[config.mk]
export PLATFORM = sky130hd
export DESIGN_NAME = dvb_text_to_utf8
export DESIGN_NICKNAME = d
export VERILOG_FILES = /design/src/rtl/dtu_pkg.sv /design/src/rtl/dvb_text_to_utf8.sv
export SDC_FILE = /design/constraint.sdc
export NUM_CORES = 1
export LEC_CHECK = 0
export BUFFER_PORTS_ARGS = -buffer_cell sky130_fd_sc_hd__buf_2
export CAP_MARGIN = 15
export CORE_ASPECT_RATIO = 1.25
export CORE_MARGIN = 10
export CORE_UTILIZATION = 25
export CTS_CLUSTER_SIZE = 24
export DETAILED_ROUTE_END_ITERATION = 7
export GPL_ROUTABILITY_DRIVEN = 0
export PLACE_DENSITY = 0.41
export SYNTH_ARGS = -nofsm -noshare
export SYNTH_HDL_FRONTEND = slang
export SYNTH_SLANG_ARGS = --single-unit
[constraint.sdc]
create_clock -name clk -period 3.2 [get_ports clk]
set_clock_uncertainty 0.05 [all_clocks]
set_input_delay 0.48 -clock clk [delete_from_list [all_inputs] [get_ports clk]]
set_output_delay 0.48 -clock clk [all_outputs]
set_load 0.05 [all_outputs]
[src/rtl/dtu_pkg.sv]
// Package for the DVB text to UTF-8 converter: table modes, result kinds,
// character constants and the Latin-5 to Unicode map.
// No dependencies.
`default_nettype none

package dtu_pkg;

    localparam int ByteW  = 8;
    localparam int KindW  = 2;
    localparam int MaxRes = 3;
    localparam int CntW   = 2;   // holds 0 .. MaxRes
    localparam int CodeW  = 9;   // Latin-5 code points stay below 0x200

    typedef enum logic [1:0] {
        MODE_DROP    = 2'd0,
        MODE_DEFAULT = 2'd1,
        MODE_UTF8    = 2'd2,
        MODE_LATIN5  = 2'd3
    } mode_t;

    typedef enum logic [KindW-1:0] {
        KIND_DATA  = 2'd0,
        KIND_TERM  = 2'd1,
        KIND_ERROR = 2'd2
    } kind_t;

    localparam logic [ByteW-1:0] SEL_UTF8    = 8'h15;
    localparam logic [ByteW-1:0] SEL_LATIN5  = 8'h05;
    localparam logic [ByteW-1:0] FIRST_PRINT = 8'h20;
    localparam logic [ByteW-1:0] CTRL_LO     = 8'h80;
    localparam logic [ByteW-1:0] CTRL_HI     = 8'h9F;
    localparam logic [ByteW-1:0] CTRL_NL     = 8'h8A;
    localparam logic [ByteW-1:0] LINE_FEED   = 8'h0A;
    localparam logic [ByteW-1:0] LEAD2       = 8'hC0;
    localparam logic [ByteW-1:0] CONT        = 8'h80;

    // Latin-5 differs from Latin-1 in six places only.
    function automatic logic [CodeW-1:0] latin5_code(input logic [ByteW-1:0] b);
        logic [CodeW-1:0] c;
        begin
            unique case (b)
                8'hD0:   c = 9'h11E;
                8'hDD:   c = 9'h130;
                8'hDE:   c = 9'h15E;
                8'hF0:   c = 9'h11F;
                8'hFD:   c = 9'h131;
                8'hFE:   c = 9'h15F;
                default: c = {1'b0, b};
            endcase
            return c;
        end
    endfunction

endpackage

`default_nettype wire

[src/rtl/dvb_text_to_utf8.sv]
// Top level of the DVB text to UTF-8 converter.
// Depends on dtu_pkg.
//
// Usage: raw text bytes enter on the s_ channel, one byte per word, with
// s_tuser set on the first byte of a string (the table selector) and s_tlast
// on its final byte. UTF-8 bytes leave on the m_ channel, one byte per word;
// m_tuser gives the kind (data, terminator, unsupported table) and m_tlast
// marks the final word caused by one input byte.
// Path: a byte is held in an input register, and its results are then
// built into a group register of up to three words, from which the result
// words are presented in order.
// Throughput: one input byte per cycle while each gives at most one result
// and the receiver does not stall; an input byte that gives several results
// occupies the output for each of its words, so a two-byte Latin-5 character
// ending a string occupies it for three words. The single output channel sets that limit.
// Reset puts the converter into the dropping mode, so bytes before the first
// string start give nothing, and empties both registers.
// When the receiver stalls, the group register holds its word and the input
// register fills; s_tready then falls until the group drains.
`default_nettype none

module dvb_text_to_utf8 (
    input  wire logic                       clk,
    input  wire logic                       rst_n,
    input  wire logic                       s_tvalid,
    output logic                            s_tready,
    input  wire logic [dtu_pkg::ByteW-1:0]  s_tdata,   // [7:0] text_byte
    input  wire logic                       s_tuser,   // [0] string_start
    input  wire logic                       s_tlast,   // string_end
    output logic                            m_tvalid,
    input  wire logic                       m_tready,
    output logic [dtu_pkg::ByteW-1:0]       m_tdata,   // [7:0] out_byte
    output logic [dtu_pkg::KindW-1:0]       m_tuser,   // [1:0] kind
    output logic                            m_tlast    // run_last
);
    import dtu_pkg::*;

    // Input register
    logic             in_valid_reg;
    logic [ByteW-1:0] in_byte_reg;
    logic             in_start_reg;
    logic             in_end_reg;

    // Result group register
    logic             grp_valid_reg;
    logic [ByteW-1:0] grp_byte_reg [MaxRes];
    kind_t            grp_kind_reg [MaxRes];
    logic [CntW-1:0]  grp_cnt_reg;
    logic [CntW-1:0]  grp_idx_reg;

    mode_t            mode_reg, mode_next;

    logic             grp_last;
    logic             grp_free;
    logic             grp_load;

    logic [ByteW-1:0] res_byte [MaxRes];
    kind_t            res_kind [MaxRes];
    logic [CntW-1:0]  res_cnt;

    assign grp_last = (grp_idx_reg == grp_cnt_reg - CntW'(1));
    assign grp_free = !grp_valid_reg || (m_tready && grp_last);
    assign grp_load = in_valid_reg && grp_free;
    assign s_tready = !in_valid_reg || grp_free;

    assign m_tvalid = grp_valid_reg;
    assign m_tdata  = grp_byte_reg[grp_idx_reg];
    assign m_tuser  = grp_kind_reg[grp_idx_reg];
    assign m_tlast  = grp_last;

    // Results of the byte in the input register under the current mode.
    always_comb
    begin
        logic             emit;
        mode_t            cmode;
        logic [CodeW-1:0] code;
        logic             is_ctrl;
        emit      = 1'b0;
        cmode     = mode_reg;
        mode_next = mode_reg;
        res_cnt   = '0;
        for (int i = 0; i < MaxRes; i++)
        begin
            res_byte[i] = '0;
            res_kind[i] = KIND_DATA;
        end

        if (in_start_reg)
        begin
            if (in_byte_reg == SEL_UTF8)
                cmode = MODE_UTF8;
            else if (in_byte_reg == SEL_LATIN5)
                cmode = MODE_LATIN5;
            else if (in_byte_reg >= FIRST_PRINT)
            begin
                cmode = MODE_DEFAULT;
                emit  = 1'b1;
            end
            else
                cmode = MODE_DROP;
        end
        else
            emit = (mode_reg != MODE_DROP);

        code    = latin5_code(in_byte_reg);
        is_ctrl = (in_byte_reg >= CTRL_LO) && (in_byte_reg <= CTRL_HI);

        if (emit)
        begin
            if (cmode == MODE_UTF8)
            begin
                res_byte[0] = in_byte_reg;
                res_cnt     = CntW'(1);
            end
            else if (is_ctrl)
            begin
                if (in_byte_reg == CTRL_NL)
                begin
                    res_byte[0] = LINE_FEED;
                    res_cnt     = CntW'(1);
                end
            end
            else if (cmode == MODE_LATIN5 && code >= CodeW'(CONT))
            begin
                // Two-byte UTF-8 sequence.
                res_byte[0] = LEAD2 | {5'b00000, code[CodeW-1:6]};
                res_byte[1] = CONT  | {2'b00, code[5:0]};
                res_cnt     = CntW'(2);
            end
            else
            begin
                res_byte[0] = in_byte_reg;
                res_cnt     = CntW'(1);
            end
        end

        mode_next = cmode;
        if (in_start_reg && cmode == MODE_DROP)
        begin
            res_kind[0] = KIND_ERROR;
            res_cnt     = CntW'(1);
        end
        else if (in_end_reg && cmode != MODE_DROP)
        begin
            res_kind[res_cnt] = KIND_TERM;
            res_byte[res_cnt] = '0;
            res_cnt           = res_cnt + CntW'(1);
            mode_next         = MODE_DROP;
        end
    end

    always_ff @(posedge clk or negedge rst_n)
    begin
        if (!rst_n)
        begin
            in_valid_reg  <= 1'b0;
            grp_valid_reg <= 1'b0;
            grp_idx_reg   <= '0;
            grp_cnt_reg   <= '0;
            mode_reg      <= MODE_DROP;
        end
        else
        begin
            if (s_tready)
                in_valid_reg <= s_tvalid;

            if (grp_load)
            begin
                mode_reg      <= mode_next;
                grp_valid_reg <= (res_cnt != '0);
                grp_cnt_reg   <= res_cnt;
                grp_idx_reg   <= '0;
            end
            else if (grp_free)
                grp_valid_reg <= 1'b0;
            else if (m_tready)
                grp_idx_reg <= grp_idx_reg + CntW'(1);
        end
    end

    // Payload registers need no reset.
    always_ff @(posedge clk)
    begin
        if (s_tready && s_tvalid)
        begin
            in_byte_reg  <= s_tdata;
            in_start_reg <= s_tuser;
            in_end_reg   <= s_tlast;
        end
        if (grp_load)
        begin
            grp_byte_reg <= res_byte;
            grp_kind_reg <= res_kind;
        end
    end

    // The index must always point at a loaded word of the group.
    assert property (@(posedge clk) disable iff (!rst_n)
        m_tvalid |-> (grp_idx_reg < grp_cnt_reg))
        else $error("result index beyond group");

    // An unsupported-table word is always the only and final word of its byte.
    assert property (@(posedge clk) disable iff (!rst_n)
        (m_tvalid && m_tuser == KIND_ERROR) |-> (m_tlast && grp_cnt_reg == CntW'(1)))
        else $error("error word not alone");

    // A terminator closes its group and leaves the converter dropping.
    assert property (@(posedge clk) disable iff (!rst_n)
        (m_tvalid && m_tuser == KIND_TERM) |-> (m_tlast && mode_reg == MODE_DROP))
        else $error("terminator misplaced");

endmodule

`default_nettype wire
==> results of run 1 <==
## worst max-delay path, cell delays in order (launching register included)
cell,delay [ns]
edfxtp_1,0.52
o21ai_4,0.36
inv_1,0.10
or2_2,0.32
o21ai_0,0.20
nand2_1,0.11
ha_1,0.22
nand2_1,0.09
o311ai_0,0.18
a2111oi_0,0.46
## routing by layer
metal	vias to the layer above	GRT usage (%)	share of wire [%]
li1	769	-	-
met3	5	2.02	2.7
met2	30	13.7	50
met4	0	3.09	1.4
met1	714	10.3	46
met5	-	0	0
## cells in the final DEF (no fill, tap or decap), types with 2 or more instances in the layout
cell,netlist,layout
nor3_1,3,3
o21a_1,5,5
dfrtp_1,8,8
a21oi_1,12,12
buf_4,0,9
or2_2,2,2
and2_1,3,3
o21ai_0,10,10
clkbuf_8,0,5
edfxtp_1,29,29
nor3b_1,3,3
buf_2,1,26
nand3b_1,2,2
mux2i_1,11,11
nand3_1,6,6
nor2_1,18,18
mux2_2,5,5
inv_1,8,8
nand2_1,8,8
o22a_1,2,2
and3_1,7,7
a22o_1,2,2
ha_1,3,3
nand2b_1,5,5
a221oi_1,2,2
## power by group through the flow
stage,registers [mW],logic [mW],clock network [mW]
floorplan,0.825,0.927,0
global placement,0.863,1.22,0
detailed placement,0.871,1.21,0
CTS,0.860,1.21,0.418
global route,0.883,1.31,0.440
finish,0.856,1.19,0.403
## repair_timing
action,CTS,global route
hold endpoints to repair,8,0
setup endpoints to repair,0,1
gates resized for setup,0,1
buffers inserted,0,0
hold buffers,1,0
## final timing paths
| kind | from | end | slack [ns] | cells past startpoint |
|---|---|---|---|---|
| worst max-delay path | in_byte_reg[6]$_DFFE_PP_ | grp_byte_reg[17]$_DFFE_PP_ | 0.36 | 9 |
| worst min-delay path | s_tdata[3] | in_byte_reg[3]$_DFFE_PP_ | 0.31 | 1 |
| worst max register to register | in_byte_reg[6]$_DFFE_PP_ | grp_byte_reg[17]$_DFFE_PP_ | 0.36 | 9 |
| worst min register to register | grp_cnt_reg[1]$_DFFE_PN0P_ | grp_cnt_reg[1]$_DFFE_PN0P_ | 0.50 | 1 |
| max in group asynchronous | rst_n | grp_cnt_reg[0]$_DFFE_PN0P_ | 2.41 | 2 |
| min in group asynchronous | rst_n | m_tvalid$_DFFE_PN0P_ | 0.51 | 2 |
## logic make-up (layout without fill, tap and decap cells)
| logic type | after synthesis | after routing | share of synthesized area [%] |
|---|---|---|---|
| flops | 37 | 37 | 51.0 |
| mux | 16 | 16 | 7.92 |
| fa+ha+maj | 3 | 3 | 1.79 |
| xor+xnor | 1 | 1 | 0.417 |
| buf+inv | 18 | 52 | 3.99 |
| compound gates | 46 | 46 | 15.4 |
| simple gates | 68 | 68 | 19.5 |
## final cells by class
cell class / count / area, um2
multi-input cells: 134 / 955
repair buffers: 36 / 208
flip-flops and latches: 37 / 1070
fillers: 862 / 5750
clock buffers: 5 / 68.8
clock inverters: 3 / 41.3
inverters: 8 / 30.0
well taps: 97 / 121
==> flow_summary.ini, run 1 <==
[timing]
fmax_mhz = 353
rsz0062_at_grt = no
slew_viol_final = 0
tightest_slew_ns = 0.530
slew_headroom_pct = 64.3
fin_ws_ns = 0.365
setup-violations-final = 0
hold_viol = 0
whs_ns = 0.310
fin_setup_tns_ns = 0
min_period_ns = 2.84
period_share_pct = 88.6

[clocking]
tritoncts = yes
cts.sinks = 37
numCtsBuffers = 5
worst_skew_pair.late_latency_ns = 0.29
cts_root_buffer = clkbuf_8
clock_path_buffers = 2
htreeDepth = 2
path_clk_slew_ns = 0.07

[global_route]
grt-ovfl-total = 0
antenna_found_initial = 0
grt_pass1_vias = 1642
grt_max_degree = 20
globalRouteTotalUtil_pct = 8.34
grt_pass1_wl_mm = 8.27

[yosys]
synth_edf_count = 29
ys_ff_latch = 37
synth_async_sr_flop_share_pct = 21.6
synth_common_cells = 29 x edfxtp_1, 18 x nor2_1, 12 x a21oi_1
synth.most_common_cell = edfxtp_1
netlist_area_um2 = 2100
avgSynthCellArea_um2 = 11.1
synth_ff_type = edfxtp_1
ys_seq_area_share_pct = 51.0
synth_top_area_share_pct = 41.4
synthTopCellsByArea = edfxtp_1 41%, dfrtp_1 9.5%, mux2i_1 5.2%, nor2_1 3.2%, a21oi_1 2.9%
ys_types = 50
synth_nets = 206
netlist.top_cell.by_area = edfxtp_1
syn_inst = 189
ys_warn_count = 0

[drt]
drcViolationCount = 0
vias_per_cell = 4.74
routed_wl_mm = 4.78
ant_nets = 0
drtIter0Drc = 88
vias = 1518
firstDrtPassIters = 4
wire_per_inst_um = 14.9

[power]
vdd_drop_max_v = 0.000260
p_leak_nw = 1.01
power_density_nw_per_um2 = 983
pwr-share-comb_pct = 48.7
p_seq_share_pct = 34.9
p_sw_share_pct = 44.8
p_switching_mw = 1.10
clockPowerShare_pct = 16.4
power.total_mw = 2.45
power.internal_mw = 1.35

[die]
dieArea_um2 = 12500
core_area_um2 = 8240
dieHeight_um = 123
initial_core_util_pct = 25.5
die_width_um = 102
rows = 37
io-pin-count = 27

[critical_path]
cp.required_ns = 3.21
cp-start-kind = register
worst-path-max-fanout = 9
endpoint_kind = register
criticalPathCategory = reg -> reg
crit_arrival_ns = 2.84

[placement]
dpl-instance-area_um2 = 2370
port_buffers = 26
dp_slack_ns = 0.297
hpwl_mm = 3.76
dp.cells = 311

[final_layout]
largest_reg_flops = 15
final_util_pct = 30.3
final_area_um2 = 2490
synthToLayoutAreaGrowth_pct = 18.7
drive_gt1_share_pct = 26.9
nets = 239
finalNonFillerCells = 320
num_antenna_cells = 0

[run]
max-cap-violations = 0

[status]
status = finished, final reports clean

[hold_path]
min_path_type = in -> reg
(Power assumes the default switching activity.)
==> run 2, diff against run 1 <==
- REMOVE_ABC_BUFFERS: not set -> 1
==> flow_summary.ini, run 2 (synthesized netlist as in run 1, its figures left out) <==
[clocking]
path_clk_slew_ns = 0.07
cts.sinks = 37
numCtsBuffers = 5
htreeDepth = 2
cts_root_buffer = clkbuf_8
worst_skew_pair.late_latency_ns = 0.29
clock_path_buffers = 2
post_cts_buffers = 0
tritoncts = yes

[timing]
fin_setup_tns_ns = 0
hold_viol = 0
fmax_mhz = 341
slew_headroom_pct = 36.2
setup-violations-final = 0
rsz0062_at_grt = no
period_share_pct = 91.6
min_period_ns = 2.93
tightest_slew_ns = 0.945
slew_viol_final = 0

[final_layout]
finalNonFillerCells = 319
final_cell_mix = 29 x edfxtp_1, 26 x buf_2, 18 x nor2_1
largest_reg_flops = 15
regArea_um2 = 1070
drive_gt1_share_pct = 27.0
synthToLayoutAreaGrowth_pct = 19.2
multi_input_comb_area_um2 = 948
n_fill_cell = 886
mostFrequentLayoutCell = edfxtp_1
nets = 238
final_area_um2 = 2500
num_antenna_cells = 0

[drt]
vias = 1524
firstDrtPassIters = 4
routed_wl_mm = 4.96
drtIter0Drc = 96
wire_per_inst_um = 15.5
ant_nets = 0
drcViolationCount = 0
vias_per_cell = 4.78

[global_route]
grt_max_degree = 20
antenna_found_initial = 0
grt-ovfl-total = 0
globalRouteTotalUtil_pct = 8.52
grt_pass1_vias = 1553
grt_pass1_wl_mm = 8.34

[critical_path]
worst-path-max-fanout = 9
endpoint_kind = register
criticalPathCategory = reg -> reg
crit_arrival_ns = 2.93
cp-start-kind = register
critPathMostFrequentCell = nand2_1
slowest_delay_ns = 0.53
cp.required_ns = 3.20
slowest_stage = a2111oi_1
path_cells = and4b_1 -> o21ai_2 -> inv_1 -> or2_2 -> o21ai_0 -> nand2_1 -> ha_1 -> nand2_1 -> o311ai_0 -> a2111oi_1
path_delay_family = compound AO/OA/AOI/OAI gates
worst-path-buf-inv = 1

[die]
core_area_um2 = 8240
io-pin-count = 27
die_width_um = 102
initial_core_util_pct = 25.5
dieHeight_um = 123
dieArea_um2 = 12500
rows = 37

[placement]
dp.cells = 310
dpl-instance-area_um2 = 2360
port_buffers = 26
hpwl_mm = 3.81

[hold_path]
min_path_type = in -> reg

[run]
max-cap-violations = 0

[status]
status = finished, final reports clean

[power]
p_leak_nw = 1.02
power_density_nw_per_um2 = 1010
vdd_drop_max_v = 0.000325
run 2: changes by cell type in the layout (fill, tap and decap cells not counted):
cell	previous run	this run
clkinv_2	0	1
o21ai_2	1	2
clkinv_1	1	0
o21ai_4	1	0
a2111oi_1	0	1
bufinv_16	1	2
a2111oi_0	1	0
buf_4	9	8
clkinvlp_4	1	0
run 2: final timing paths:
check,startpoint,end,slack (ns),depth (start not counted)
max,mode_reg[1]$_DFFE_PN0P_,grp_byte_reg[17]$_DFFE_PP_,0.27,10
min,s_tdata[3],in_byte_reg[3]$_DFFE_PP_,0.31,1
max reg2reg,mode_reg[1]$_DFFE_PN0P_,grp_byte_reg[17]$_DFFE_PP_,0.27,10
min reg2reg,grp_cnt_reg[1]$_DFFE_PN0P_,grp_cnt_reg[1]$_DFFE_PN0P_,0.50,1
max in group asynchronous,rst_n,mode_reg[1]$_DFFE_PN0P_,2.42,2
min in group asynchronous,rst_n,m_tvalid$_DFFE_PN0P_,0.51,2
run 2: stage by stage:
step	power, mW	setup slack, ns	hold slack (ns)	util [%]
finish	2.52	0.268	0.314	30.4
global route	2.69	0.0863	0.308	30.4
CTS	2.56	0.228	0.302	30.4
detailed placement	2.07	0.255	0.288	28.6
global placement	2.07	0.453	0.290	28.6
floorplan	1.73	0.380	0.134	-
run 2: final cells by class:
cell class,count,share of cell area (%)
multi-input combinational,134,37.9
clock buffer,5,2.75
clock inverter,3,2.60
timing repair buffer,35,7.99
tap,97,4.85
inverter,8,1.20
sequential,37,42.8
run 2: layer usage:
layer  GRT usage, %  vias up  wire, um
met5              0        -         0
met4           3.62        0        94
met3           1.85        7       168
met2           14.8       34      2500
met1           9.82      715      2190
li1               -      768         -
run 2: worst register-to-register path, cell delays in order, from the launching register on:
cell and delay [ns]:
dfrtp_1 0.47, and4b_1 0.30, o21ai_2 0.08, inv_1 0.07
or2_2 0.30, o21ai_0 0.19, nand2_1 0.10, ha_1 0.21
nand2_1 0.09, o311ai_0 0.31, a2111oi_1 0.53
run 2: power by group:
part           leakage, nW  internal, mW  switching (mW)  total (mW)
sequential           0.375         0.737           0.116       0.853
clock               0.0681         0.310           0.171       0.480
combinational        0.575         0.373           0.812        1.19
run 2: what timing repair did:
item / in CTS / in global routing
hold buffers: 1 / 0
endpoints found under the hold margin: 8 / 0
setup endpoints to repair: 0 / 1
resized for setup: 0 / 1
